==> src/hdl/ihp_pkg.sv <==
package ihp_pkg;

	// longest capture that is parsed, bytes beyond it are ignored
	localparam int unsigned MAX_CAPTURE = 65535;

	// parser phases
	typedef enum logic [8:0] {
		PH_VER      = 9'b000000001,
		PH_V4       = 9'b000000010,
		PH_V6       = 9'b000000100,
		PH_EXT_NXT  = 9'b000001000,
		PH_EXT_LEN  = 9'b000010000,
		PH_EXT_SKIP = 9'b000100000,
		PH_FRAG     = 9'b001000000,
		PH_DONE     = 9'b010000000,
		PH_DRAIN    = 9'b100000000
	} phase_t;

	// result status codes
	localparam logic [2:0] ST_OK        = 3'd0;
	localparam logic [2:0] ST_TRUNCATED = 3'd1;
	localparam logic [2:0] ST_MALFORMED = 3'd2;
	localparam logic [2:0] ST_UNKNOWN   = 3'd3;
	localparam logic [2:0] ST_FRAGMENT  = 3'd4;

	// ip versions
	localparam logic [3:0] VER_IPV4 = 4'd4;
	localparam logic [3:0] VER_IPV6 = 4'd6;

	// ipv6 next header codes
	localparam logic [7:0] NH_HOP_BY_HOP = 8'd0;
	localparam logic [7:0] NH_ROUTING    = 8'd43;
	localparam logic [7:0] NH_FRAGMENT   = 8'd44;
	localparam logic [7:0] NH_AUTH       = 8'd51;
	localparam logic [7:0] NH_DEST_OPTS  = 8'd60;

	// fixed ipv6 header length
	localparam logic [16:0] IPV6_HDR_LEN = 17'd40;

	// prefix of a v4-mapped address in the low 64 bits
	localparam logic [31:0] V4_MAP_PREFIX = 32'h0000ffff;

endpackage

==> src/hdl/ip_header_parser.sv <==
// a final byte passes through the byte register, and its result is then loaded into the result register
// throughput: one packet byte per cycle; a final byte waits only while a result is held
// the byte register and the result register decouple the two channels
// reset (arst_n low, asynchronous) empties both registers and returns the parser to the
// version byte of a new packet
module ip_header_parser #(
	parameter int unsigned MAX_CAPTURE = ihp_pkg::MAX_CAPTURE
) (
	input  logic        clk,
	input  logic        arst_n,
	input  logic        in_valid,
	output logic        in_ready,
	input  logic [7:0]  packet_byte,
	input  logic        last_byte,
	output logic        out_valid,
	input  logic        out_ready,
	output logic [2:0]  status,
	output logic [3:0]  ip_version,
	output logic [7:0]  protocol,
	output logic [7:0]  ttl_value,
	output logic [63:0] source_high,
	output logic [63:0] source_low,
	output logic [63:0] dest_high,
	output logic [63:0] dest_low,
	output logic [15:0] payload_length,
	output logic [16:0] flow_bytes,
	output logic        dont_fragment,
	output logic        is_fragment
);

	localparam logic [16:0] MaxCap = 17'(MAX_CAPTURE);

	// input register
	logic       valid_s1;
	logic [7:0] byte_s1;
	logic       last_s1;
	logic       advance;
	logic       in_xfer;

	// parser state
	ihp_pkg::phase_t phase_q, n_phase, nh_phase;
	logic [15:0] count_q, n_count;
	logic [3:0]  hw_q, n_hw;
	logic [15:0] tl_q, n_tl;
	logic [15:0] rem_q, n_rem;
	logic [15:0] ext_q, n_ext;
	logic [7:0]  nxt_q, n_nxt;
	logic [15:0] frag_q, n_frag;
	logic [7:0]  hop_q, n_hop;
	logic [63:0] src_hi_q, n_src_hi;
	logic [63:0] src_lo_q, n_src_lo;
	logic [63:0] dst_hi_q, n_dst_hi;
	logic [63:0] dst_lo_q, n_dst_lo;
	logic [2:0]  err_q, n_err;
	logic [3:0]  ver_q, n_ver;

	// step helpers
	logic        take;
	logic [15:0] idx;
	logic [11:0] skip;
	logic [16:0] ext_end;
	logic [15:0] cap;
	logic [5:0]  size;

	// result terms
	logic [2:0]  r_status;
	logic [7:0]  r_protocol;
	logic [7:0]  r_ttl;
	logic [63:0] r_src_hi, r_src_lo, r_dst_hi, r_dst_lo;
	logic [15:0] r_plen;
	logic [16:0] r_flow;
	logic        r_df;
	logic        r_frag;
	logic        load;

	// output register
	logic        out_valid_q;

	// handshake: non-final bytes always move on, a final byte needs the result slot
	assign advance  = valid_s1 && (!last_s1 || !out_valid_q || out_ready);
	assign in_ready = !valid_s1 || advance;
	assign in_xfer  = in_valid && in_ready;
	assign load     = advance && last_s1;

	always_ff @(posedge clk or negedge arst_n) begin
		if (!arst_n) begin
			valid_s1 <= 1'b0;
		end else begin
			valid_s1 <= in_xfer || (valid_s1 && !advance);
		end
	end

	always_ff @(posedge clk) begin
		if (in_xfer) begin
			byte_s1 <= packet_byte;
			last_s1 <= last_byte;
		end
	end

	// phase that follows a complete ipv6 header or extension header
	always_comb begin
		if (nxt_q == ihp_pkg::NH_HOP_BY_HOP || nxt_q == ihp_pkg::NH_ROUTING ||
		    nxt_q == ihp_pkg::NH_DEST_OPTS || nxt_q == ihp_pkg::NH_AUTH) begin
			nh_phase = ihp_pkg::PH_EXT_NXT;
		end else if (nxt_q == ihp_pkg::NH_FRAGMENT) begin
			nh_phase = ihp_pkg::PH_FRAG;
		end else begin
			nh_phase = ihp_pkg::PH_DONE;
		end
	end

	assign take    = 17'(count_q) < MaxCap;
	assign idx     = count_q;
	assign skip    = {({1'b0, byte_s1} + 9'd1), 3'b000};
	assign ext_end = 17'(ext_q) + 17'(skip);

	// per-byte field updates
	always_comb begin
		n_phase  = phase_q;
		n_count  = count_q;
		n_hw     = hw_q;
		n_tl     = tl_q;
		n_rem    = rem_q;
		n_ext    = ext_q;
		n_nxt    = nxt_q;
		n_frag   = frag_q;
		n_hop    = hop_q;
		n_src_hi = src_hi_q;
		n_src_lo = src_lo_q;
		n_dst_hi = dst_hi_q;
		n_dst_lo = dst_lo_q;
		n_err    = err_q;
		n_ver    = ver_q;
		if (take) begin
			n_count = count_q + 16'd1;
			case (phase_q)
				ihp_pkg::PH_VER: begin
					n_ver = byte_s1[7:4];
					n_hw  = byte_s1[3:0];
					if (byte_s1[7:4] == ihp_pkg::VER_IPV4) begin
						n_phase = ihp_pkg::PH_V4;
					end else if (byte_s1[7:4] == ihp_pkg::VER_IPV6) begin
						n_phase = ihp_pkg::PH_V6;
					end else begin
						n_err   = ihp_pkg::ST_UNKNOWN;
						n_phase = ihp_pkg::PH_DRAIN;
					end
				end
				ihp_pkg::PH_V4: begin
					if (idx inside {16'd2, 16'd3}) begin
						n_tl = {tl_q[7:0], byte_s1};
					end else if (idx inside {16'd6, 16'd7}) begin
						n_frag = {frag_q[7:0], byte_s1};
					end else if (idx == 16'd8) begin
						n_hop = byte_s1;
					end else if (idx == 16'd9) begin
						n_nxt = byte_s1;
					end else if (idx inside {[16'd12:16'd15]}) begin
						n_src_lo = {src_lo_q[55:0], byte_s1};
					end else if (idx inside {[16'd16:16'd19]}) begin
						n_dst_lo = {dst_lo_q[55:0], byte_s1};
					end
					if (idx == 16'd19) begin
						if (hw_q < 4'd5) begin
							n_err   = ihp_pkg::ST_MALFORMED;
							n_phase = ihp_pkg::PH_DRAIN;
						end else begin
							n_phase = ihp_pkg::PH_DONE;
						end
					end
				end
				ihp_pkg::PH_V6: begin
					if (idx inside {16'd4, 16'd5}) begin
						n_rem = {rem_q[7:0], byte_s1};
					end else if (idx == 16'd6) begin
						n_nxt = byte_s1;
					end else if (idx == 16'd7) begin
						n_hop = byte_s1;
					end else if (idx inside {[16'd8:16'd15]}) begin
						n_src_hi = {src_hi_q[55:0], byte_s1};
					end else if (idx inside {[16'd16:16'd23]}) begin
						n_src_lo = {src_lo_q[55:0], byte_s1};
					end else if (idx inside {[16'd24:16'd31]}) begin
						n_dst_hi = {dst_hi_q[55:0], byte_s1};
					end else if (idx inside {[16'd32:16'd39]}) begin
						n_dst_lo = {dst_lo_q[55:0], byte_s1};
					end
					if (idx == 16'd39) begin
						n_ext   = 16'(ihp_pkg::IPV6_HDR_LEN);
						n_phase = nh_phase;
					end
				end
				ihp_pkg::PH_EXT_NXT: begin
					n_nxt   = byte_s1;
					n_phase = ihp_pkg::PH_EXT_LEN;
				end
				ihp_pkg::PH_EXT_LEN: begin
					if (16'(skip) > rem_q) begin
						n_err   = ihp_pkg::ST_MALFORMED;
						n_phase = ihp_pkg::PH_DRAIN;
					end else if (ext_end > MaxCap) begin
						n_err   = ihp_pkg::ST_TRUNCATED;
						n_phase = ihp_pkg::PH_DRAIN;
					end else begin
						n_rem   = rem_q - 16'(skip);
						n_ext   = ext_end[15:0];
						n_phase = ihp_pkg::PH_EXT_SKIP;
					end
				end
				ihp_pkg::PH_EXT_SKIP: begin
					if (17'(idx) + 17'd1 == 17'(ext_q)) begin
						n_phase = nh_phase;
					end
				end
				ihp_pkg::PH_FRAG: begin
					if (idx == ext_q) begin
						n_nxt = byte_s1;
					end
					if (17'(idx) == 17'(ext_q) + 17'd7) begin
						n_err   = ihp_pkg::ST_FRAGMENT;
						n_phase = ihp_pkg::PH_DRAIN;
					end
				end
				default: begin
				end
			endcase
		end
	end

	assign cap  = n_count;
	assign size = {n_hw, 2'b00};

	// result status from the state after the final byte
	always_comb begin
		case (n_phase)
			ihp_pkg::PH_DRAIN: begin
				r_status = n_err;
			end
			ihp_pkg::PH_DONE: begin
				if (n_ver == ihp_pkg::VER_IPV4) begin
					if (cap < 16'(size)) begin
						r_status = ihp_pkg::ST_TRUNCATED;
					end else if (n_frag[13:0] != 14'd0) begin
						r_status = ihp_pkg::ST_FRAGMENT;
					end else if (n_tl < 16'(size) || n_tl > cap) begin
						r_status = ihp_pkg::ST_TRUNCATED;
					end else begin
						r_status = ihp_pkg::ST_OK;
					end
				end else if (17'(n_ext) + 17'(n_rem) > 17'(cap)) begin
					r_status = ihp_pkg::ST_TRUNCATED;
				end else begin
					r_status = ihp_pkg::ST_OK;
				end
			end
			ihp_pkg::PH_FRAG: begin
				r_status = ihp_pkg::ST_MALFORMED;
			end
			default: begin
				r_status = ihp_pkg::ST_TRUNCATED;
			end
		endcase
	end

	// result fields, cleared on error status
	always_comb begin
		r_protocol = 8'd0;
		r_ttl      = 8'd0;
		r_src_hi   = 64'd0;
		r_src_lo   = 64'd0;
		r_dst_hi   = 64'd0;
		r_dst_lo   = 64'd0;
		r_plen     = 16'd0;
		r_flow     = 17'd0;
		r_df       = 1'b0;
		r_frag     = 1'b0;
		if (r_status == ihp_pkg::ST_OK || r_status == ihp_pkg::ST_FRAGMENT) begin
			r_protocol = n_nxt;
			r_ttl      = n_hop;
			r_frag     = (r_status == ihp_pkg::ST_FRAGMENT);
			if (n_ver == ihp_pkg::VER_IPV4) begin
				r_src_lo = {ihp_pkg::V4_MAP_PREFIX, n_src_lo[31:0]};
				r_dst_lo = {ihp_pkg::V4_MAP_PREFIX, n_dst_lo[31:0]};
				r_plen   = (n_tl >= 16'(size)) ? n_tl - 16'(size) : 16'd0;
				r_flow   = 17'(r_plen) + 17'(size);
				r_df     = n_frag[14];
			end else begin
				r_src_hi = n_src_hi;
				r_src_lo = n_src_lo;
				r_dst_hi = n_dst_hi;
				r_dst_lo = n_dst_lo;
				r_plen   = n_rem;
				r_flow   = 17'(n_rem) + ihp_pkg::IPV6_HDR_LEN;
			end
		end
	end

	// parser state registers, back to reset after each final byte
	always_ff @(posedge clk or negedge arst_n) begin
		if (!arst_n) begin
			phase_q  <= ihp_pkg::PH_VER;
			count_q  <= 16'd0;
			hw_q     <= 4'd0;
			tl_q     <= 16'd0;
			rem_q    <= 16'd0;
			ext_q    <= 16'd0;
			nxt_q    <= 8'd0;
			frag_q   <= 16'd0;
			hop_q    <= 8'd0;
			src_hi_q <= 64'd0;
			src_lo_q <= 64'd0;
			dst_hi_q <= 64'd0;
			dst_lo_q <= 64'd0;
			err_q    <= 3'd0;
			ver_q    <= 4'd0;
		end else if (advance) begin
			if (last_s1) begin
				phase_q  <= ihp_pkg::PH_VER;
				count_q  <= 16'd0;
				hw_q     <= 4'd0;
				tl_q     <= 16'd0;
				rem_q    <= 16'd0;
				ext_q    <= 16'd0;
				nxt_q    <= 8'd0;
				frag_q   <= 16'd0;
				hop_q    <= 8'd0;
				src_hi_q <= 64'd0;
				src_lo_q <= 64'd0;
				dst_hi_q <= 64'd0;
				dst_lo_q <= 64'd0;
				err_q    <= 3'd0;
				ver_q    <= 4'd0;
			end else begin
				phase_q  <= n_phase;
				count_q  <= n_count;
				hw_q     <= n_hw;
				tl_q     <= n_tl;
				rem_q    <= n_rem;
				ext_q    <= n_ext;
				nxt_q    <= n_nxt;
				frag_q   <= n_frag;
				hop_q    <= n_hop;
				src_hi_q <= n_src_hi;
				src_lo_q <= n_src_lo;
				dst_hi_q <= n_dst_hi;
				dst_lo_q <= n_dst_lo;
				err_q    <= n_err;
				ver_q    <= n_ver;
			end
		end
	end

	// result register
	always_ff @(posedge clk or negedge arst_n) begin
		if (!arst_n) begin
			out_valid_q <= 1'b0;
		end else begin
			out_valid_q <= load || (out_valid_q && !out_ready);
		end
	end

	always_ff @(posedge clk) begin
		if (load) begin
			status         <= r_status;
			ip_version     <= n_ver;
			protocol       <= r_protocol;
			ttl_value      <= r_ttl;
			source_high    <= r_src_hi;
			source_low     <= r_src_lo;
			dest_high      <= r_dst_hi;
			dest_low       <= r_dst_lo;
			payload_length <= r_plen;
			flow_bytes     <= r_flow;
			dont_fragment  <= r_df;
			is_fragment    <= r_frag;
		end
	end

	assign out_valid = out_valid_q;

endmodule

==> config.mk <==
export PLATFORM = sky130hd
export DESIGN_NAME = ip_header_parser
export DESIGN_NICKNAME = d
export VERILOG_FILES = /design/src/hdl/ihp_pkg.sv /design/src/hdl/ip_header_parser.sv
export SDC_FILE = /design/constraint.sdc
export NUM_CORES = 2
export LEC_CHECK = 0
export BUFFER_PORTS_ARGS = -buffer_cell sky130_fd_sc_hd__buf_2
export CAP_MARGIN = 20
export CORE_UTILIZATION = 60
export CTS_BUF_LIST = sky130_fd_sc_hd__clkbuf_4 sky130_fd_sc_hd__clkbuf_8 sky130_fd_sc_hd__clkbuf_16
export CTS_CLUSTER_DIAMETER = 50
export DETAILED_ROUTE_END_ITERATION = 8
export GPL_TIMING_DRIVEN = 1
export PLACE_DENSITY_LB_ADDON = 0.3
export SETUP_SLACK_MARGIN = 0.3
export SYNTH_ARGS = -nofsm -noshare
export SYNTH_HDL_FRONTEND = slang
export SYNTH_SLANG_ARGS = --single-unit
==> constraint.sdc <==
create_clock -name clk -period 22.8 [get_ports clk]
set_input_delay 2.28 -clock clk [delete_from_list [all_inputs] [get_ports clk]]
set_output_delay 2.28 -clock clk [all_outputs]
set_load 0.02 [all_outputs]
# --- Word-level counts from Yosys, hierarchy flattened ---
# Cells that the tools add are included.
word_totals:
  inputBits: 13
  mem_count: 0
  output_inout_bits: 316
  latchBits: 0
  ram_bits: 0
  regBits: 696
  rom_bits: 0
  word_cells: 256
op_classes:
  div_mod_pow: 0
  n_reduce_logical: 34
  n_addsub: 10
  bitwise_logic: 1
  n_mul: 0
  order_cmp: 19
  shifts: 0
  eq_ne: 31
  mux: 128
ops:
  columns: ["operator", "count"]
  rows:
  - ["two-way mux 64 bit", 43]
  - ["two-way mux 16 bit", 18]
  - ["case mux 64 bit (2 select lines)", 2]
  - ["two-way mux 8 bit", 19]
  - ["two-way mux 9 bit", 11]
  - ["two-way mux 48 bit", 2]
  - ["two-way mux 15 bit", 5]
  - ["equality test 16 x 3 -> 1 bit (second input constant)", 4]
  - ["case mux 16 bit (2 select lines)", 2]
  - ["case mux 9 bit (7 select lines)", 1]
  - ["<= comparator 16 x 5 -> 1 bit (second input constant)", 3]
  - ["two-way mux 3 bit", 12]
  - ["equality test 16 x 2 -> 1 bit (second input constant)", 2]
  - ["equality test 16 x 4 -> 1 bit (second input constant)", 2]
  - ["equality test 8 x 6 -> 1 bit (second input constant)", 4]
  - [">= comparator 16 x 4 -> 1 bit (second input constant)", 2]
  - [">= comparator 16 x 5 -> 1 bit (second input constant)", 2]
  - ["< comparator 16 x 6 -> 1 bit", 2]
  - ["case mux 8 bit (4 select lines)", 1]
  - ["two-way mux 4 bit", 6]
  - ["equality test 9 x 7 -> 1 bit (second input constant)", 2]
  - ["adder 16 x 1 -> 17 bit (second input constant)", 1]
  - ["adder 16 x 12 -> 17 bit", 1]
  - ["adder 16 x 16 -> 17 bit", 1]
  - ["other kinds (47)", 75]

# --- Depth between registers and ports, before layout ---
logic_depth:
  depth_word: 16
  depth_mapped: 41
  mapped_depth_nobuf: 37

# --- Worst setup path after synthesis ---
# Ideal clock, no wire load.
synth_path:
  path_type: "input-to-reg"
  start: "in out_ready"
  end: "reg dest_high[0], enable pin"
  setup_time_ps: 995
  path_slack_ps: 6209
  t_arrival_ps: 15596
  t_required_ps: 21805
  path_stages: 4
  path_buffers: 1
  cell_sequence: "or3_1 -> nand2_1 -> clkbuf_1 -> nor2_1"
synth_via:
  elab_chain_len: 3
synth_lines:
  columns: ["item", "line", "text"]
  rows:
  - ["from (decl)", "ip_header_parser.sv:16", "input logic out_ready,"]
  - ["logical OR 1 bit", "ip_header_parser.sv:80", "assign advance = valid_s1 && (!last_s1 || !out_valid_q || out_ready);"]
  - ["logical AND 1 bit", "ip_header_parser.sv:80", null]
  - ["logical AND 1 bit", "ip_header_parser.sv:83", "assign load = advance && last_s1;"]
  - ["net load", "ip_header_parser.sv:74", "logic load;"]
  - ["to (signal assigned)", "ip_header_parser.sv:370", "dest_high <= r_dst_hi;"]
  - ["to (decl)", "ip_header_parser.sv:23", "output logic [63:0] dest_high,"]
# The timed path passes the listed nets, and every way through them passes these cells.
# A chain may end at the register's enable or synchronous reset.

# --- Worst setup path after layout ---
layout_path:
  start: "reg byte_s1[1]"
  end: "reg source_high[22], data pin"
layout_via:
  elab_chain_len: 16
  word_cells_on_any_way: 52
  classes_between: "4 x add/sub; 6 x order compare; 4 x eq/ne; 32 x mux; 1 x bitwise; 5 x reduce/logical"
layout_lines:
  columns: ["item", "line", "text"]
  rows:
  - ["from (decl)", "ip_header_parser.sv:35", "logic [7:0] byte_s1;"]
  - ["from (signal assigned)", "ip_header_parser.sv:95", "byte_s1 <= packet_byte;"]
  - ["adder 8 x 1 -> 9 bit", "ip_header_parser.sv:114", "assign skip = {({1'b0, byte_s1} + 9'd1), 3'b000};"]
  - ["adder 16 x 12 -> 17 bit", "ip_header_parser.sv:115", "assign ext_end = 17'(ext_q) + 17'(skip);"]
  - ["greater-than comparator 17 x 16 -> 1 bit", "ip_header_parser.sv:201", "end else if (ext_end > MaxCap) begin"]
  - ["two-way mux 16 bit", "ip_header_parser.sv:201", null]
  - ["two-way mux 16 bit", "ip_header_parser.sv:198", "if (16'(skip) > rem_q) begin"]
  - ["case mux 16 bit (2 select lines)", "ip_header_parser.sv:136", "case (phase_q)"]
  - ["two-way mux 16 bit", "ip_header_parser.sv:134", "if (take) begin"]
  - ["adder 16 x 16 -> 17 bit", "ip_header_parser.sv:250", "end else if (17'(n_ext) + 17'(n_rem) > 17'(cap)) begin"]
  - ["greater-than comparator 17 x 16 -> 1 bit", "ip_header_parser.sv:250", null]
  - ["two-way mux 1 bit", "ip_header_parser.sv:250", null]
  - ["two-way mux 3 bit", "ip_header_parser.sv:240", "if (n_ver == ihp_pkg::VER_IPV4) begin"]
  - ["case mux 3 bit (3 select lines) (*)", "ip_header_parser.sv:235", "case (n_phase)"]
  - ["equality test 3 bit / zero test 3 bit (equally long branches)", "ip_header_parser.sv:277", "if (r_status == ihp_pkg::ST_OK || r_status == ihp_pkg::ST_FRAGMENT) begin"]
  - ["logical OR 1 bit (*)", "ip_header_parser.sv:277", null]
  - ["inverter 1 bit (no line) (*)", null, null]
  - ["OR reduction 2 bit (no line) (*)", null, null]
  - ["to (signal assigned)", "ip_header_parser.sv:368", "source_high <= r_src_hi;"]
  - ["to (decl)", "ip_header_parser.sv:21", "output logic [63:0] source_high,"]
# Every way passes the cells marked *; elsewhere a longest branch is shown, timed or not.

==> flow_summary.yaml <==
logic_synthesis:
  syn-num-nets: 3319
  synth_fa_ha_area_share_pct: 3.31
  synthCells: 3216
  ys_warn_count: 0
  yosysSeqAreaShare_pct: 53.9
  synth_seq_cells: 694
  yosys-top-cells-area: "edfxtp_1 27%, dfrtp_1 26%, a22o_1 7.9%, mux2i_1 5.1%, nand2_1 3.3%"
  muxShareOfSynthArea_pct: 5.20
  syn-cell-area_um2: 35200
  synthSimpleGateAreaFrac_pct: 13.5
  synth.most_common_cell: "dfrtp_1"
  yosysTopAreaCellShare_pct: 27.4
  synth_largest_area_cell: "edfxtp_1"
  synth_edf_count: 321
  synthArstFlopShare_pct: 53.7
  synth_xor_area_share_pct: 2.36
  synth.avg_cell_area_um2: 10.9
  synth_common_cells: "372 x dfrtp_1, 321 x edfxtp_1, 317 x a22o_1"
  synth_compound_area_share_pct: 17.9
  synth_cell_type_count: 100
  synth_top_flop_cell: "dfrtp_1"
  synth_top_family_by_area: "compound AO/OA/AOI/OAI gates"
global_routing:
  grt.total_usage_pct: 37.3
  grt_max_degree: 203
  grt_pass1_wl_um: 169000
  grt_pass1_vias: 27513
  grt_overflow: 0
  antenna_found_initial: 2
clock_network:
  cts-root-buf: "clkbuf_16"
  clkTransAtPathRegs_ns: 0.06
  post-cts-setup-buffers: 0
  cts_tree: "built"
  cts_resized: 0
  clkSinkCount: 694
  holdBufCountCts: 0
  numCtsBuffers: 79
  h-tree-depth: 3
  clk_latency_ns: 0.65
  cts_buffer_depth: 3
layout:
  finalNonFillerCells: 4261
  area_growth_pct: 14.0
  fin_nets: 3530
  fin_util_pct: 69.4
  post_route_cells_drive_above_1_share_pct: 17.2
  final_design_area_no_fill_um2: 40100
routing:
  vias: 28690
  drt_drc_violations_left: 0
  drt-initial-drc-count: 3175
  wl_per_cell_um: 26.3
  drt-total-wl_um: 112000
  drtAntennaViolNets: 0
  vias_per_cell: 6.73
  first_pass_iters: 6
die:
  die_area_um2: 59600
  die-height_um: 244
  fp.coreArea_um2: 57800
  die_w_um: 244
  start_util_pct: 60.9
  io_pins: 329
  num_rows: 88
placement:
  dp_cells: 4107
  dpl_cell_area_um2: 37300
  place_hpwl_um: 74100
  port_buffers: 328
  place.gp.congestion: 0.995
worst_setup_path:
  crit_family: "compound AO/OA/AOI/OAI gates"
  path_class: "reg -> reg"
  critPathArrivalTime_ns: 12.17
  slowest_stage: "edfxtp_1"
  end_kind: "flop"
  critPathMaxFanout: 202
  cp-start-kind: "flop"
  cp_num_buf_inv: 3
  cp_common_cell: "ha_1"
  max_stage_delay_ns: 0.85
  cp_data_required_time_ns: 23.25
status:
  status: "completed"
min_path:
  hold_path_class: "reg -> reg"
timing:
  period_needed_ns: 11.73
  clock.fmax_mhz: 85.3
  setup_viol: 0
  hold_ws_ns: 0.485
  finalCritPeriodShare_pct: 51.4
  maxSlewViolCount: 0
  report.final.hold_viol_count: 0
  fin_skew_ns: 0.0468
  worst_pin_slew_ns: 1.18
  relSlewSlack_pct: 20.6
  rsz0062_at_grt: "false"
  fin_tns_setup_ns: 0
pwr:
  power_density_nw_per_um2: 93.2
  worst_ir_drop_vdd_mv: 0.277
  p_leak_nw: 17.2
job:
  drv_cap: 0
## worst paths after layout
path / cells after the start / slack, ns / start / end
worst max register to register: 37 / 11.07 / byte_s1[1]$_DFFE_PP_ / source_high[22]$_SDFFCE_PP0P_
worst max-delay path: 37 / 11.07 / byte_s1[1]$_DFFE_PP_ / source_high[22]$_SDFFCE_PP0P_
worst min-delay path: 2 / 0.48 / frag_q[14]$_DFFE_PN0P_ / frag_q[14]$_DFFE_PN0P_
max in group asynchronous: 3 / 18.79 / arst_n / dst_lo_q[25]$_DFFE_PN0P_
min in group asynchronous: 1 / 1.68 / arst_n / tl_q[13]$_DFFE_PN0P_
worst min register to register: 2 / 0.48 / frag_q[14]$_DFFE_PN0P_ / frag_q[14]$_DFFE_PN0P_
## power by group
| group | internal [W] | switching [W] | leakage (nW) |
|---|---|---|---|
| sequential | 0.00136 | 0.0000313 | 8.41 |
| clock | 0.000762 | 0.000545 | 1.35 |
| combinational | 0.000257 | 0.000779 | 7.42 |
## layout make-up
class,instances,area (um2)
diodes,2,5.00
clock buffers,107,2280
clock inverters,41,452
fillers,4079,17700
inverters,69,259
multi-input cells,2199,15000
flip-flops and latches,694,19000
well taps,765,957
repair buffers,384,2150
## cell families after synthesis
| family | count (synthesis) |
|---|---|
| mux | 182 |
| simple gates | 971 |
| buf+inv | 323 |
| compound gates | 861 |
| xor+xnor | 95 |
| fa+ha+maj | 90 |
| flops | 694 |
## sequential cells by signal, indices dropped and copies added, names as in the netlist, 64 cells and up
name and count:
dest_high 64, dest_low 64, dst_hi_q 64, dst_lo_q 64, source_high 64, source_low 64
src_hi_q 64, src_lo_q 64
## layout by cell type, fill, tap and decap left out, types with 14 or more instances in the layout
cell type	count
buf_4	50
and2_1	28
clkinv_2	15
nor3_1	213
nor2_1	151
nand4_1	25
xor2_1	33
and3_1	25
ha_1	85
o211ai_1	14
mux2i_1	178
buf_2	328
nand2_1	304
or3_1	16
a31oi_1	48
a21oi_1	178
o21ai_0	88
a22o_1	317
clkbuf_4	17
dfrtp_1	372
edfxtp_1	321
xnor2_1	62
nand3_1	78
o21a_1	14
clkbuf_16	81
inv_1	69
a21o_1	31
nor4_1	24
## layer usage
| metal | GRT usage, % | vias up | routed length [um] |
|---|---|---|---|
| li1 | - | 12567 | - |
| met1 | 50.7 | 14248 | 44100 |
| met5 | 0 | - | 0 |
| met2 | 59.8 | 1595 | 54200 |
| met4 | 16.9 | 0 | 5380 |
| met3 | 5.20 | 280 | 8440 |
## through the flow
step                setup WS, ns  total power, W
floorplan                   6.21         0.00213
global placement           11.84         0.00239
detailed placement         11.52         0.00240
CTS                        11.41         0.00370
global route               10.43         0.00386
finish                     11.07         0.00374
## tightest hold or removal path: stages, from the launching register on
cell     delay, ns
dfrtp_1       0.34
nand2_1       0.05
o21ai_0       0.06
Note: power is estimated with default switching activity, not from simulation.
